==> config.mk <==
export PLATFORM = sky130hd
export DESIGN_NAME = adc_key_short_long_press_core_flat
export DESIGN_NICKNAME = d
export VERILOG_FILES = /design/src/adckey_pkg.sv /design/src/adckey_if.sv /design/src/adckey_eval.sv /design/src/adc_key_short_long_press_core.sv /design/src/flat_wrapper.sv
export VERILOG_INCLUDE_DIRS = /design/src /design/src/src
export SDC_FILE = /design/constraint.sdc
export NUM_CORES = 1
export LEC_CHECK = 0
export ABC_CLOCK_PERIOD_IN_PS = 10000
export BUFFER_PORTS_ARGS = -buffer_cell sky130_fd_sc_hd__buf_2
export CAP_MARGIN = 20
export CELL_PAD_IN_SITES_DETAIL_PLACEMENT = 0
export CELL_PAD_IN_SITES_GLOBAL_PLACEMENT = 1
export CORE_ASPECT_RATIO = 1.75
export CORE_MARGIN = 2
export CORE_UTILIZATION = 52
export DETAILED_ROUTE_END_ITERATION = 7
export PLACE_DENSITY_LB_ADDON = 0.1
export SLEW_MARGIN = 20
export SYNTH_ARGS = -nofsm -noshare
export SYNTH_HDL_FRONTEND = slang
export SYNTH_HIERARCHICAL = 1
export SYNTH_SLANG_ARGS = --single-unit
export TNS_END_PERCENT = 30
==> constraint.sdc <==
create_clock -name clk -period 10 [get_ports clk]
set_clock_uncertainty 0.05 [all_clocks]
set_input_delay 1 -clock clk [delete_from_list [all_inputs] [get_ports clk]]
set_output_delay 1 -clock clk [all_outputs]
set_load 0.05 [all_outputs]
==> src/adc_key_short_long_press_core_defines.svh <==
// assertion macros of the adc key press core
`ifndef ADC_KEY_SHORT_LONG_PRESS_CORE_DEFINES_SVH
`define ADC_KEY_SHORT_LONG_PRESS_CORE_DEFINES_SVH

// clocked check, masked while reset is high
`define ADCKEY_ASSERT(lbl, prop, msg) \
  lbl: assert property (@(posedge clk) disable iff (rst) prop) else $error(msg);

// clocked check that also holds through reset
`define ADCKEY_ASSERT_ALWAYS(lbl, prop, msg) \
  lbl: assert property (@(posedge clk) prop) else $error(msg);

`endif

==> src/adckey_pkg.sv <==
// shared constants and types of the adc key press detector
package adckey_pkg;

  localparam int NKEYS          = 8;
  localparam int NCH            = 4;
  localparam int ADC_BITS_DEF   = 12;
  localparam int COUNT_BITS_DEF = 10;

  localparam int THR_W     = 12;
  localparam int LIM_W     = 10;
  localparam int CFG_W     = 12;
  localparam int CFG_IDX_W = 2;

  localparam logic [CFG_IDX_W-1:0] REG_LOW_THR    = 2'd0;
  localparam logic [CFG_IDX_W-1:0] REG_HIGH_THR   = 2'd1;
  localparam logic [CFG_IDX_W-1:0] REG_LONG_LIMIT = 2'd2;

  localparam logic [THR_W-1:0] LOW_THR_RST  = 12'd200;
  localparam logic [THR_W-1:0] HIGH_THR_RST = THR_W'(4095 - 500);
  localparam logic [LIM_W-1:0] LIMIT_RST    = 10'd30;

  typedef struct packed {
    logic [NKEYS-1:0] short_press;
    logic [NKEYS-1:0] long_hold;
    logic [NKEYS-1:0] pressed;
  } key_result_t;

endpackage

==> src/adckey_if.sv <==
// valid/ready channels for adc samples and key press results
interface adckey_sample_if #(
  parameter int ADC_BITS = adckey_pkg::ADC_BITS_DEF
);
  logic                valid;
  logic                ready;
  logic                scan_tick;
  logic [ADC_BITS-1:0] sample_ch0;
  logic [ADC_BITS-1:0] sample_ch1;
  logic [ADC_BITS-1:0] sample_ch2;
  logic [ADC_BITS-1:0] sample_ch3;

  modport source (
    output valid, scan_tick, sample_ch0, sample_ch1, sample_ch2, sample_ch3,
    input  ready
  );
  modport sink (
    input  valid, scan_tick, sample_ch0, sample_ch1, sample_ch2, sample_ch3,
    output ready
  );
endinterface

interface adckey_result_if;
  logic                         valid;
  logic                         ready;
  logic [adckey_pkg::NKEYS-1:0] short_press_mask;
  logic [adckey_pkg::NKEYS-1:0] long_hold_mask;
  logic [adckey_pkg::NKEYS-1:0] pressed_mask;

  modport source (
    output valid, short_press_mask, long_hold_mask, pressed_mask,
    input  ready
  );
  modport sink (
    input  valid, short_press_mask, long_hold_mask, pressed_mask,
    output ready
  );
endinterface

==> src/adckey_eval.sv <==
// per-key threshold compare, hold counter update and press classification
module adckey_eval #(
  parameter int ADC_BITS   = adckey_pkg::ADC_BITS_DEF,
  parameter int COUNT_BITS = adckey_pkg::COUNT_BITS_DEF
) (
  input  logic                                scan_tick,
  input  logic [ADC_BITS-1:0]                 samples [adckey_pkg::NCH],
  input  logic [adckey_pkg::THR_W-1:0]        low_thr,
  input  logic [adckey_pkg::THR_W-1:0]        high_thr,
  input  logic [adckey_pkg::LIM_W-1:0]        limit,
  input  logic [adckey_pkg::NKEYS-1:0]        pressed_prev,
  input  logic [COUNT_BITS-1:0]               hold_count [adckey_pkg::NKEYS],
  output logic [COUNT_BITS-1:0]               hold_next  [adckey_pkg::NKEYS],
  output adckey_pkg::key_result_t             result
);
  import adckey_pkg::*;

  localparam int CMP_W = (ADC_BITS > THR_W) ? ADC_BITS : THR_W;
  localparam int EL_W  = (COUNT_BITS > LIM_W) ? COUNT_BITS : LIM_W;
  localparam logic [CMP_W-1:0] ADC_MASK  = CMP_W'((1 << ADC_BITS) - 1);
  localparam logic [EL_W-1:0]  COUNT_MAX = EL_W'((1 << COUNT_BITS) - 1);

  logic [CMP_W-1:0]      lo;
  logic [CMP_W-1:0]      hi;
  logic [EL_W-1:0]       lim_ext;
  logic [COUNT_BITS-1:0] eff_lim;
  logic [NKEYS-1:0]      now_pressed;
  logic [NKEYS-1:0]      pressed;

  assign lo      = CMP_W'(low_thr) & ADC_MASK;
  assign hi      = CMP_W'(high_thr) & ADC_MASK;
  assign lim_ext = EL_W'(limit);
  assign eff_lim = COUNT_BITS'((lim_ext > COUNT_MAX) ? COUNT_MAX : lim_ext);

  // a sample meeting both thresholds reads as the low key only
  always_comb begin
    logic [CMP_W-1:0] s;
    for (int ch = 0; ch < NCH; ch++) begin
      s = CMP_W'(samples[ch]);
      now_pressed[ch]       = (s <= lo);
      now_pressed[ch + NCH] = !(s <= lo) && (s >= hi);
    end
  end

  assign pressed = scan_tick ? now_pressed : pressed_prev;

  always_comb begin
    logic [COUNT_BITS-1:0] base;
    result.pressed = pressed;
    for (int k = 0; k < NKEYS; k++) begin
      base = (pressed[k] && !pressed_prev[k]) ? '0 : hold_count[k];
      if (scan_tick && pressed[k] && (base < eff_lim)) begin
        hold_next[k] = base + 1'b1;
      end else begin
        hold_next[k] = base;
      end
      result.short_press[k] = scan_tick && !pressed[k] && pressed_prev[k] &&
                              (hold_next[k] < eff_lim);
      result.long_hold[k]   = pressed[k] && (hold_next[k] >= eff_lim);
    end
  end

endmodule

==> src/adc_key_short_long_press_core.sv <==
// top level of the adc keypad short and long press detector
//
//  channel  dir  payload                                         transfer when
//  samples  in   scan_tick, sample_ch0..sample_ch3               valid && ready
//  keys     out  short_press_mask, long_hold_mask, pressed_mask  valid && ready
//  cfg      in   cfg_index, cfg_wdata                            cfg_we
//
//  one item per cycle sustained while the result is taken; an item moves from the input
//  register through the eight compare-and-count updates into the result register,
//  with key state written as the result is loaded
//  reset restores the thresholds and limit, clears pressed state and hold counters
//  a stalled result holds the next item in the input register; ready drops only
//  when both registers are full and the result is not taken
module adc_key_short_long_press_core #(
  parameter int ADC_BITS   = adckey_pkg::ADC_BITS_DEF,
  parameter int COUNT_BITS = adckey_pkg::COUNT_BITS_DEF
) (
  input  logic                             clk,
  input  logic                             rst,
  input  logic                             cfg_we,
  input  logic [adckey_pkg::CFG_IDX_W-1:0] cfg_index,
  input  logic [adckey_pkg::CFG_W-1:0]     cfg_wdata,
  adckey_sample_if.sink                    samples,
  adckey_result_if.source                  keys
);
  import adckey_pkg::*;
  `include "adc_key_short_long_press_core_defines.svh"

  logic [THR_W-1:0] low_thr;
  logic [THR_W-1:0] high_thr;
  logic [LIM_W-1:0] limit;

  logic                s1_valid;
  logic                s1_tick;
  logic [ADC_BITS-1:0] s1_samples [NCH];
  logic                s1_adv;
  logic                in_xfer;

  logic                  out_valid;
  key_result_t           out_res;
  key_result_t           res;
  logic [NKEYS-1:0]      pressed_prev;
  logic [COUNT_BITS-1:0] hold_count [NKEYS];
  logic [COUNT_BITS-1:0] hold_next  [NKEYS];

  // configuration registers
  always_ff @(posedge clk) begin
    if (rst) begin
      low_thr  <= LOW_THR_RST;
      high_thr <= HIGH_THR_RST;
      limit    <= LIMIT_RST;
    end else if (cfg_we) begin
      unique case (cfg_index)
        REG_LOW_THR:    low_thr  <= cfg_wdata[THR_W-1:0];
        REG_HIGH_THR:   high_thr <= cfg_wdata[THR_W-1:0];
        REG_LONG_LIMIT: limit    <= cfg_wdata[LIM_W-1:0];
        default: ;
      endcase
    end
  end

  assign s1_adv        = s1_valid && (!out_valid || keys.ready);
  assign samples.ready = !s1_valid || s1_adv;
  assign in_xfer       = samples.valid && samples.ready;

  // input register
  always_ff @(posedge clk) begin
    if (rst) begin
      s1_valid <= 1'b0;
    end else if (in_xfer) begin
      s1_valid <= 1'b1;
    end else if (s1_adv) begin
      s1_valid <= 1'b0;
    end
  end

  always_ff @(posedge clk) begin
    if (in_xfer) begin
      s1_tick       <= samples.scan_tick;
      s1_samples[0] <= samples.sample_ch0;
      s1_samples[1] <= samples.sample_ch1;
      s1_samples[2] <= samples.sample_ch2;
      s1_samples[3] <= samples.sample_ch3;
    end
  end

  adckey_eval #(
    .ADC_BITS   (ADC_BITS),
    .COUNT_BITS (COUNT_BITS)
  ) u_eval (
    .scan_tick    (s1_tick),
    .samples      (s1_samples),
    .low_thr      (low_thr),
    .high_thr     (high_thr),
    .limit        (limit),
    .pressed_prev (pressed_prev),
    .hold_count   (hold_count),
    .hold_next    (hold_next),
    .result       (res)
  );

  // result register and key state, both move as an item leaves the input register
  always_ff @(posedge clk) begin
    if (rst) begin
      out_valid    <= 1'b0;
      pressed_prev <= '0;
      for (int k = 0; k < NKEYS; k++) begin
        hold_count[k] <= '0;
      end
    end else if (s1_adv) begin
      out_valid    <= 1'b1;
      pressed_prev <= res.pressed;
      hold_count   <= hold_next;
    end else if (keys.ready) begin
      out_valid <= 1'b0;
    end
  end

  always_ff @(posedge clk) begin
    if (s1_adv) begin
      out_res <= res;
    end
  end

  assign keys.valid            = out_valid;
  assign keys.short_press_mask = out_res.short_press;
  assign keys.long_hold_mask   = out_res.long_hold;
  assign keys.pressed_mask     = out_res.pressed;

  `ADCKEY_ASSERT(a_short_long_disjoint,
    out_valid |-> ((out_res.short_press & out_res.long_hold) == '0),
    "key reported short and long at once")
  `ADCKEY_ASSERT(a_short_released,
    out_valid |-> ((out_res.short_press & out_res.pressed) == '0),
    "short press on a key still pressed")
  `ADCKEY_ASSERT(a_long_pressed,
    out_valid |-> ((out_res.long_hold & ~out_res.pressed) == '0),
    "long hold on a released key")
  `ADCKEY_ASSERT(a_stall_keeps_item,
    (s1_valid && !s1_adv) |=> s1_valid,
    "stalled input item lost")
  `ADCKEY_ASSERT_ALWAYS(a_ready_only_when_full,
    !samples.ready |-> (s1_valid && out_valid && !keys.ready),
    "ready dropped with room available")

endmodule

==> src/flat_wrapper.sv <==
// flat-port wrapper written by rule: the top's interface ports become plain ports
module adc_key_short_long_press_core_flat import adckey_pkg::*;
#(
  parameter int ADC_BITS   = adckey_pkg::ADC_BITS_DEF,
  parameter int COUNT_BITS = adckey_pkg::COUNT_BITS_DEF
)
  (clk, rst, cfg_we, cfg_index, cfg_wdata, samples_valid, samples_scan_tick, samples_sample_ch0, samples_sample_ch1, samples_sample_ch2, samples_sample_ch3, samples_ready, keys_valid, keys_short_press_mask, keys_long_hold_mask, keys_pressed_mask, keys_ready);
  adckey_sample_if #(.ADC_BITS(ADC_BITS)) samples_i ();
  adckey_result_if keys_i ();
  input  logic clk;
  input  logic rst;
  input  logic cfg_we;
  input  logic [adckey_pkg::CFG_IDX_W-1:0] cfg_index;
  input  logic [adckey_pkg::CFG_W-1:0] cfg_wdata;
  input wire logic [$bits(samples_i.valid)-1:0] samples_valid;
  input wire logic [$bits(samples_i.scan_tick)-1:0] samples_scan_tick;
  input wire logic [$bits(samples_i.sample_ch0)-1:0] samples_sample_ch0;
  input wire logic [$bits(samples_i.sample_ch1)-1:0] samples_sample_ch1;
  input wire logic [$bits(samples_i.sample_ch2)-1:0] samples_sample_ch2;
  input wire logic [$bits(samples_i.sample_ch3)-1:0] samples_sample_ch3;
  output wire logic [$bits(samples_i.ready)-1:0] samples_ready;
  output wire logic [$bits(keys_i.valid)-1:0] keys_valid;
  output wire logic [$bits(keys_i.short_press_mask)-1:0] keys_short_press_mask;
  output wire logic [$bits(keys_i.long_hold_mask)-1:0] keys_long_hold_mask;
  output wire logic [$bits(keys_i.pressed_mask)-1:0] keys_pressed_mask;
  input wire logic [$bits(keys_i.ready)-1:0] keys_ready;
  assign samples_i.valid = samples_valid;
  assign samples_i.scan_tick = samples_scan_tick;
  assign samples_i.sample_ch0 = samples_sample_ch0;
  assign samples_i.sample_ch1 = samples_sample_ch1;
  assign samples_i.sample_ch2 = samples_sample_ch2;
  assign samples_i.sample_ch3 = samples_sample_ch3;
  assign samples_ready = samples_i.ready;
  assign keys_valid = keys_i.valid;
  assign keys_short_press_mask = keys_i.short_press_mask;
  assign keys_long_hold_mask = keys_i.long_hold_mask;
  assign keys_pressed_mask = keys_i.pressed_mask;
  assign keys_i.ready = keys_ready;
  adc_key_short_long_press_core #(.ADC_BITS(ADC_BITS), .COUNT_BITS(COUNT_BITS)) u_core (.clk(clk), .rst(rst), .cfg_we(cfg_we), .cfg_index(cfg_index), .cfg_wdata(cfg_wdata), .samples(samples_i), .keys(keys_i));
endmodule
==> impl_metrics.env <==
export IMPL_status="completed"
export IMPL_grt_use_total_pct=28.2
export IMPL_synth_top_family_by_area="simple AND/OR/NAND/NOR gates"
export IMPL_p_leak_uw=0.00754
export IMPL_synth_xor_area_share_pct=3.65
export IMPL_port_buffers=93
export IMPL_grt_pass1_vias=12800
export IMPL_wl_per_cell_um=19.7
export IMPL_synth_net_count=1983
export IMPL_die_h_um=231
export IMPL_slowest_delay_ps=600
export IMPL_numCtsBuffers=17
export IMPL_clk_latency_ps=460
export IMPL_synth_area_leaders="ha_1 21%, dfxtp_1 16%, edfxtp_1 14%"
export IMPL_ys_seq_elements=197
export IMPL_avgSynthCellArea_um2=9.25
export IMPL_r2r_end="u_core/keys.short_press_mask[7]"
export IMPL_ys_flop_type="dfxtp_1"
export IMPL_wirelength_mm=42.1
export IMPL_htree_num_levels=4
export IMPL_core_area_mm2=0.0292
export IMPL_cts_hold_buf=0
export IMPL_netlist_instances=1660
export IMPL_crit_slowest_cell="a31oi_1"
export IMPL_finalSetupViolations=0
export IMPL_crit_top_cell="a21o_1"
export IMPL_synth_simple_area_share_pct=23.0
export IMPL_final_setup_tns_ps=0
export IMPL_final_layout_size_suffix_gt1_share_pct=10.1
export IMPL_gp_routability_congestion=0.909
export IMPL_min_path_type="register to register"
export IMPL_required_ps=10190
export IMPL_ir_worst_vdd_mv=0.128
export IMPL_grt_overflow=0
export IMPL_critPathBufInv=1
export IMPL_die_area_mm2=0.0310
export IMPL_final_max_slew_viol_count=0
export IMPL_rsz0062_at_grt="no"
export IMPL_io_pins=94
export IMPL_hp_start="u_core/limit[5]"
export IMPL_worstSetupEndpointType="register"
export IMPL_vias_per_cell=5.75
export IMPL_worstPathCellList="inv_1, ha_1, a21o_1, a21o_1, a21oi_1, or2_1, a31oi_1, nand4_1, and2_1, ha_1, a21o_1, a21o_1, a211oi_1, o21ai_0, o211ai_1, nand4b_4, or2_1, nor4_1, xor2_1, ha_1, a21o_1, a21oi_1, o211ai_1, a2111oi_0"
export IMPL_slew_limit_headroom_pct=30.9
export IMPL_antenna_found_initial=0
export IMPL_ys_types=68
export IMPL_cts_sinks=197
export IMPL_finalCritPeriodShare_pct=66.6
export IMPL_cts_root_buffer="clkbuf_16"
export IMPL_hold_ws_ps=404
export IMPL_period_needed_ps=6660
export IMPL_fill_cells=2706
export IMPL_rrSetupSlack_ps=3340
export IMPL_synth_compound_area_share_pct=11.8
export IMPL_synth_edff_count=73
export IMPL_cp_max_fo=11
export IMPL_start_util_pct=52.6
export IMPL_crit_type="register to register"
export IMPL_fmax_mhz=150
export IMPL_synthTopCellsByCount="255 x ha_1, 185 x nand2b_1, 124 x dfxtp_1"
export IMPL_num_rows=83
export IMPL_synth_area_leader_cell="ha_1"
export IMPL_ys_seq_area_share_pct=30.4
export IMPL_grt_pass1_wl_mm=67.0
export IMPL_holdPathStages=2
export IMPL_hold_end="u_core/limit[5]"
export IMPL_crit_family="compound AO/OA/AOI/OAI gates"
export IMPL_maxCapViolCount=0
export IMPL_worst_slew_pin_slew_ps=1040
export IMPL_p_per_area_mw_per_mm2=110
export IMPL_antenna_left=0
export IMPL_reg2regPathDepth=24
export IMPL_grt_max_degree=118
export IMPL_synth_most_common_cell="ha_1"
export IMPL_critPathLaunchType="register"
export IMPL_firstDrtPassIters=5
export IMPL_reg2reg_from="u_core/low_thr[5]"
export IMPL_drtIter0Drc=443
export IMPL_path_clk_slew_ps=70
export IMPL_cts_resized_gates=0
export IMPL_synth_top_area_share_pct=20.8
export IMPL_syn_area_mm2=0.0154
export IMPL_synthAdderAreaFrac_pct=20.8
export IMPL_drc=0
export IMPL_cts_max_path_buffers=2
export IMPL_finalNetCount=2063
export IMPL_synth_async_sr_flop_share_pct=0
export IMPL_synthMuxAreaShare_pct=6.40
export IMPL_cts_setup_buffers=0
export IMPL_ys_warn_count=6
export IMPL_hpwl_mm=32.2
export IMPL_antennaDiodeCount=0
export IMPL_cts_tree="done"
export IMPL_syn_to_final_growth_pct=9.32
export IMPL_finalHoldViolCount=0
export IMPL_worstPathArrival_ps=6850
export IMPL_die_w_um=134
export IMPL_vias=12300
through the flow:
step / power [µW] / util, % / area (µm²) / std cells / worst slack [ps]
after detailed placement: 1160 / 55.5 / 16200 / 2103 / 3390
after global routing: 1910 / 57.5 / 16800 / 2135 / 2820
after floorplan: 1070 / - / 15400 / 1660 / 4660
final: 1840 / 57.5 / 16800 / 2135 / 3340
after global placement: 1150 / 55.5 / 16200 / 2102 / 3190
after CTS: 1860 / 57.5 / 16800 / 2135 / 3330
worst min-delay path: cells and delay by family (launching register included):
| kind | cells | cell delay [ps] |
|---|---|---|
| DFF | 1 | 310 |
| and+or+nand+nor | 1 | 50 |
| AOI/OAI and AO/OA | 1 | 50 |
kinds of logic after synthesis:
logic type,Yosys count
flops,197
xor+xnor,64
buf+inv,141
mux,97
fa+ha+maj,255
simple gates,631
compound gates,275
cell type report:
cell class	count	area [µm²]	area share, %
inverters	89	334	1.99
flip-flops and latches	197	4670	27.9
clock inverters	12	116	0.693
well taps	382	478	2.85
repair buffers	113	618	3.68
clock buffers	20	468	2.79
multi-input cells	1322	10100	60.1
flip-flops by register name, summed over array words and instances, names as in the netlist:
name,flops
u_core/keys.pressed_mask,8
u_core/s1_samples,48
u_core/s1_valid,1
u_core/keys.short_press_mask,8
u_core/limit,10
u_core/pressed_prev,8
u_core/low_thr,12
u_core/hold_count,80
u_core/keys.long_hold_mask,8
u_core/s1_tick,1
u_core/keys.valid,1
u_core/high_thr,12
power breakdown:
group | switching [µW] | internal [µW]
clock network | 333 | 369
registers | 15.3 | 856
logic | 168 | 101
how the worst max path moves through the flow:
stage                                 start                               to  slack (ps)  depth (start not counted)
final                     u_core/low_thr[5]  u_core/keys.short_press_mask[7]        3340                         24
after global routing      u_core/low_thr[5]  u_core/keys.short_press_mask[7]        2820                         24
after CTS                 u_core/low_thr[5]  u_core/keys.short_press_mask[7]        3330                         24
after detailed placement  u_core/low_thr[5]  u_core/keys.short_press_mask[7]        3390                         24
after global placement    u_core/low_thr[5]  u_core/keys.short_press_mask[7]        3190                         24
after floorplan           u_core/low_thr[1]    u_core/keys.long_hold_mask[3]        4660                         28
layout by cell type (no fill, tap or decap), types with 21 or more instances in the layout:
cell,netlist,routed
and2_1,64,64
xnor2_1,34,34
a21oi_1,90,89
o21ai_0,40,40
nand2b_1,185,185
nor2_1,65,65
inv_1,89,89
edfxtp_1,73,73
xor2_1,30,30
nand2_1,105,105
ha_1,255,255
buf_4,8,21
a21o_1,64,64
mux2i_1,88,88
nand3_1,30,30
dfxtp_1,124,124
buf_2,13,92
nand4_1,61,61
nor3_1,49,49
metal layers:
metal  track usage (%)  part of all wire [%]  vias up
met5                 0                     0        -
met2              53.0                    54      301
met4              18.8                   6.6        0
met3              3.83                   3.3      115
met1              28.4                    36     5752
li1                  -                     -     6117
(Power assumes the default switching activity.)
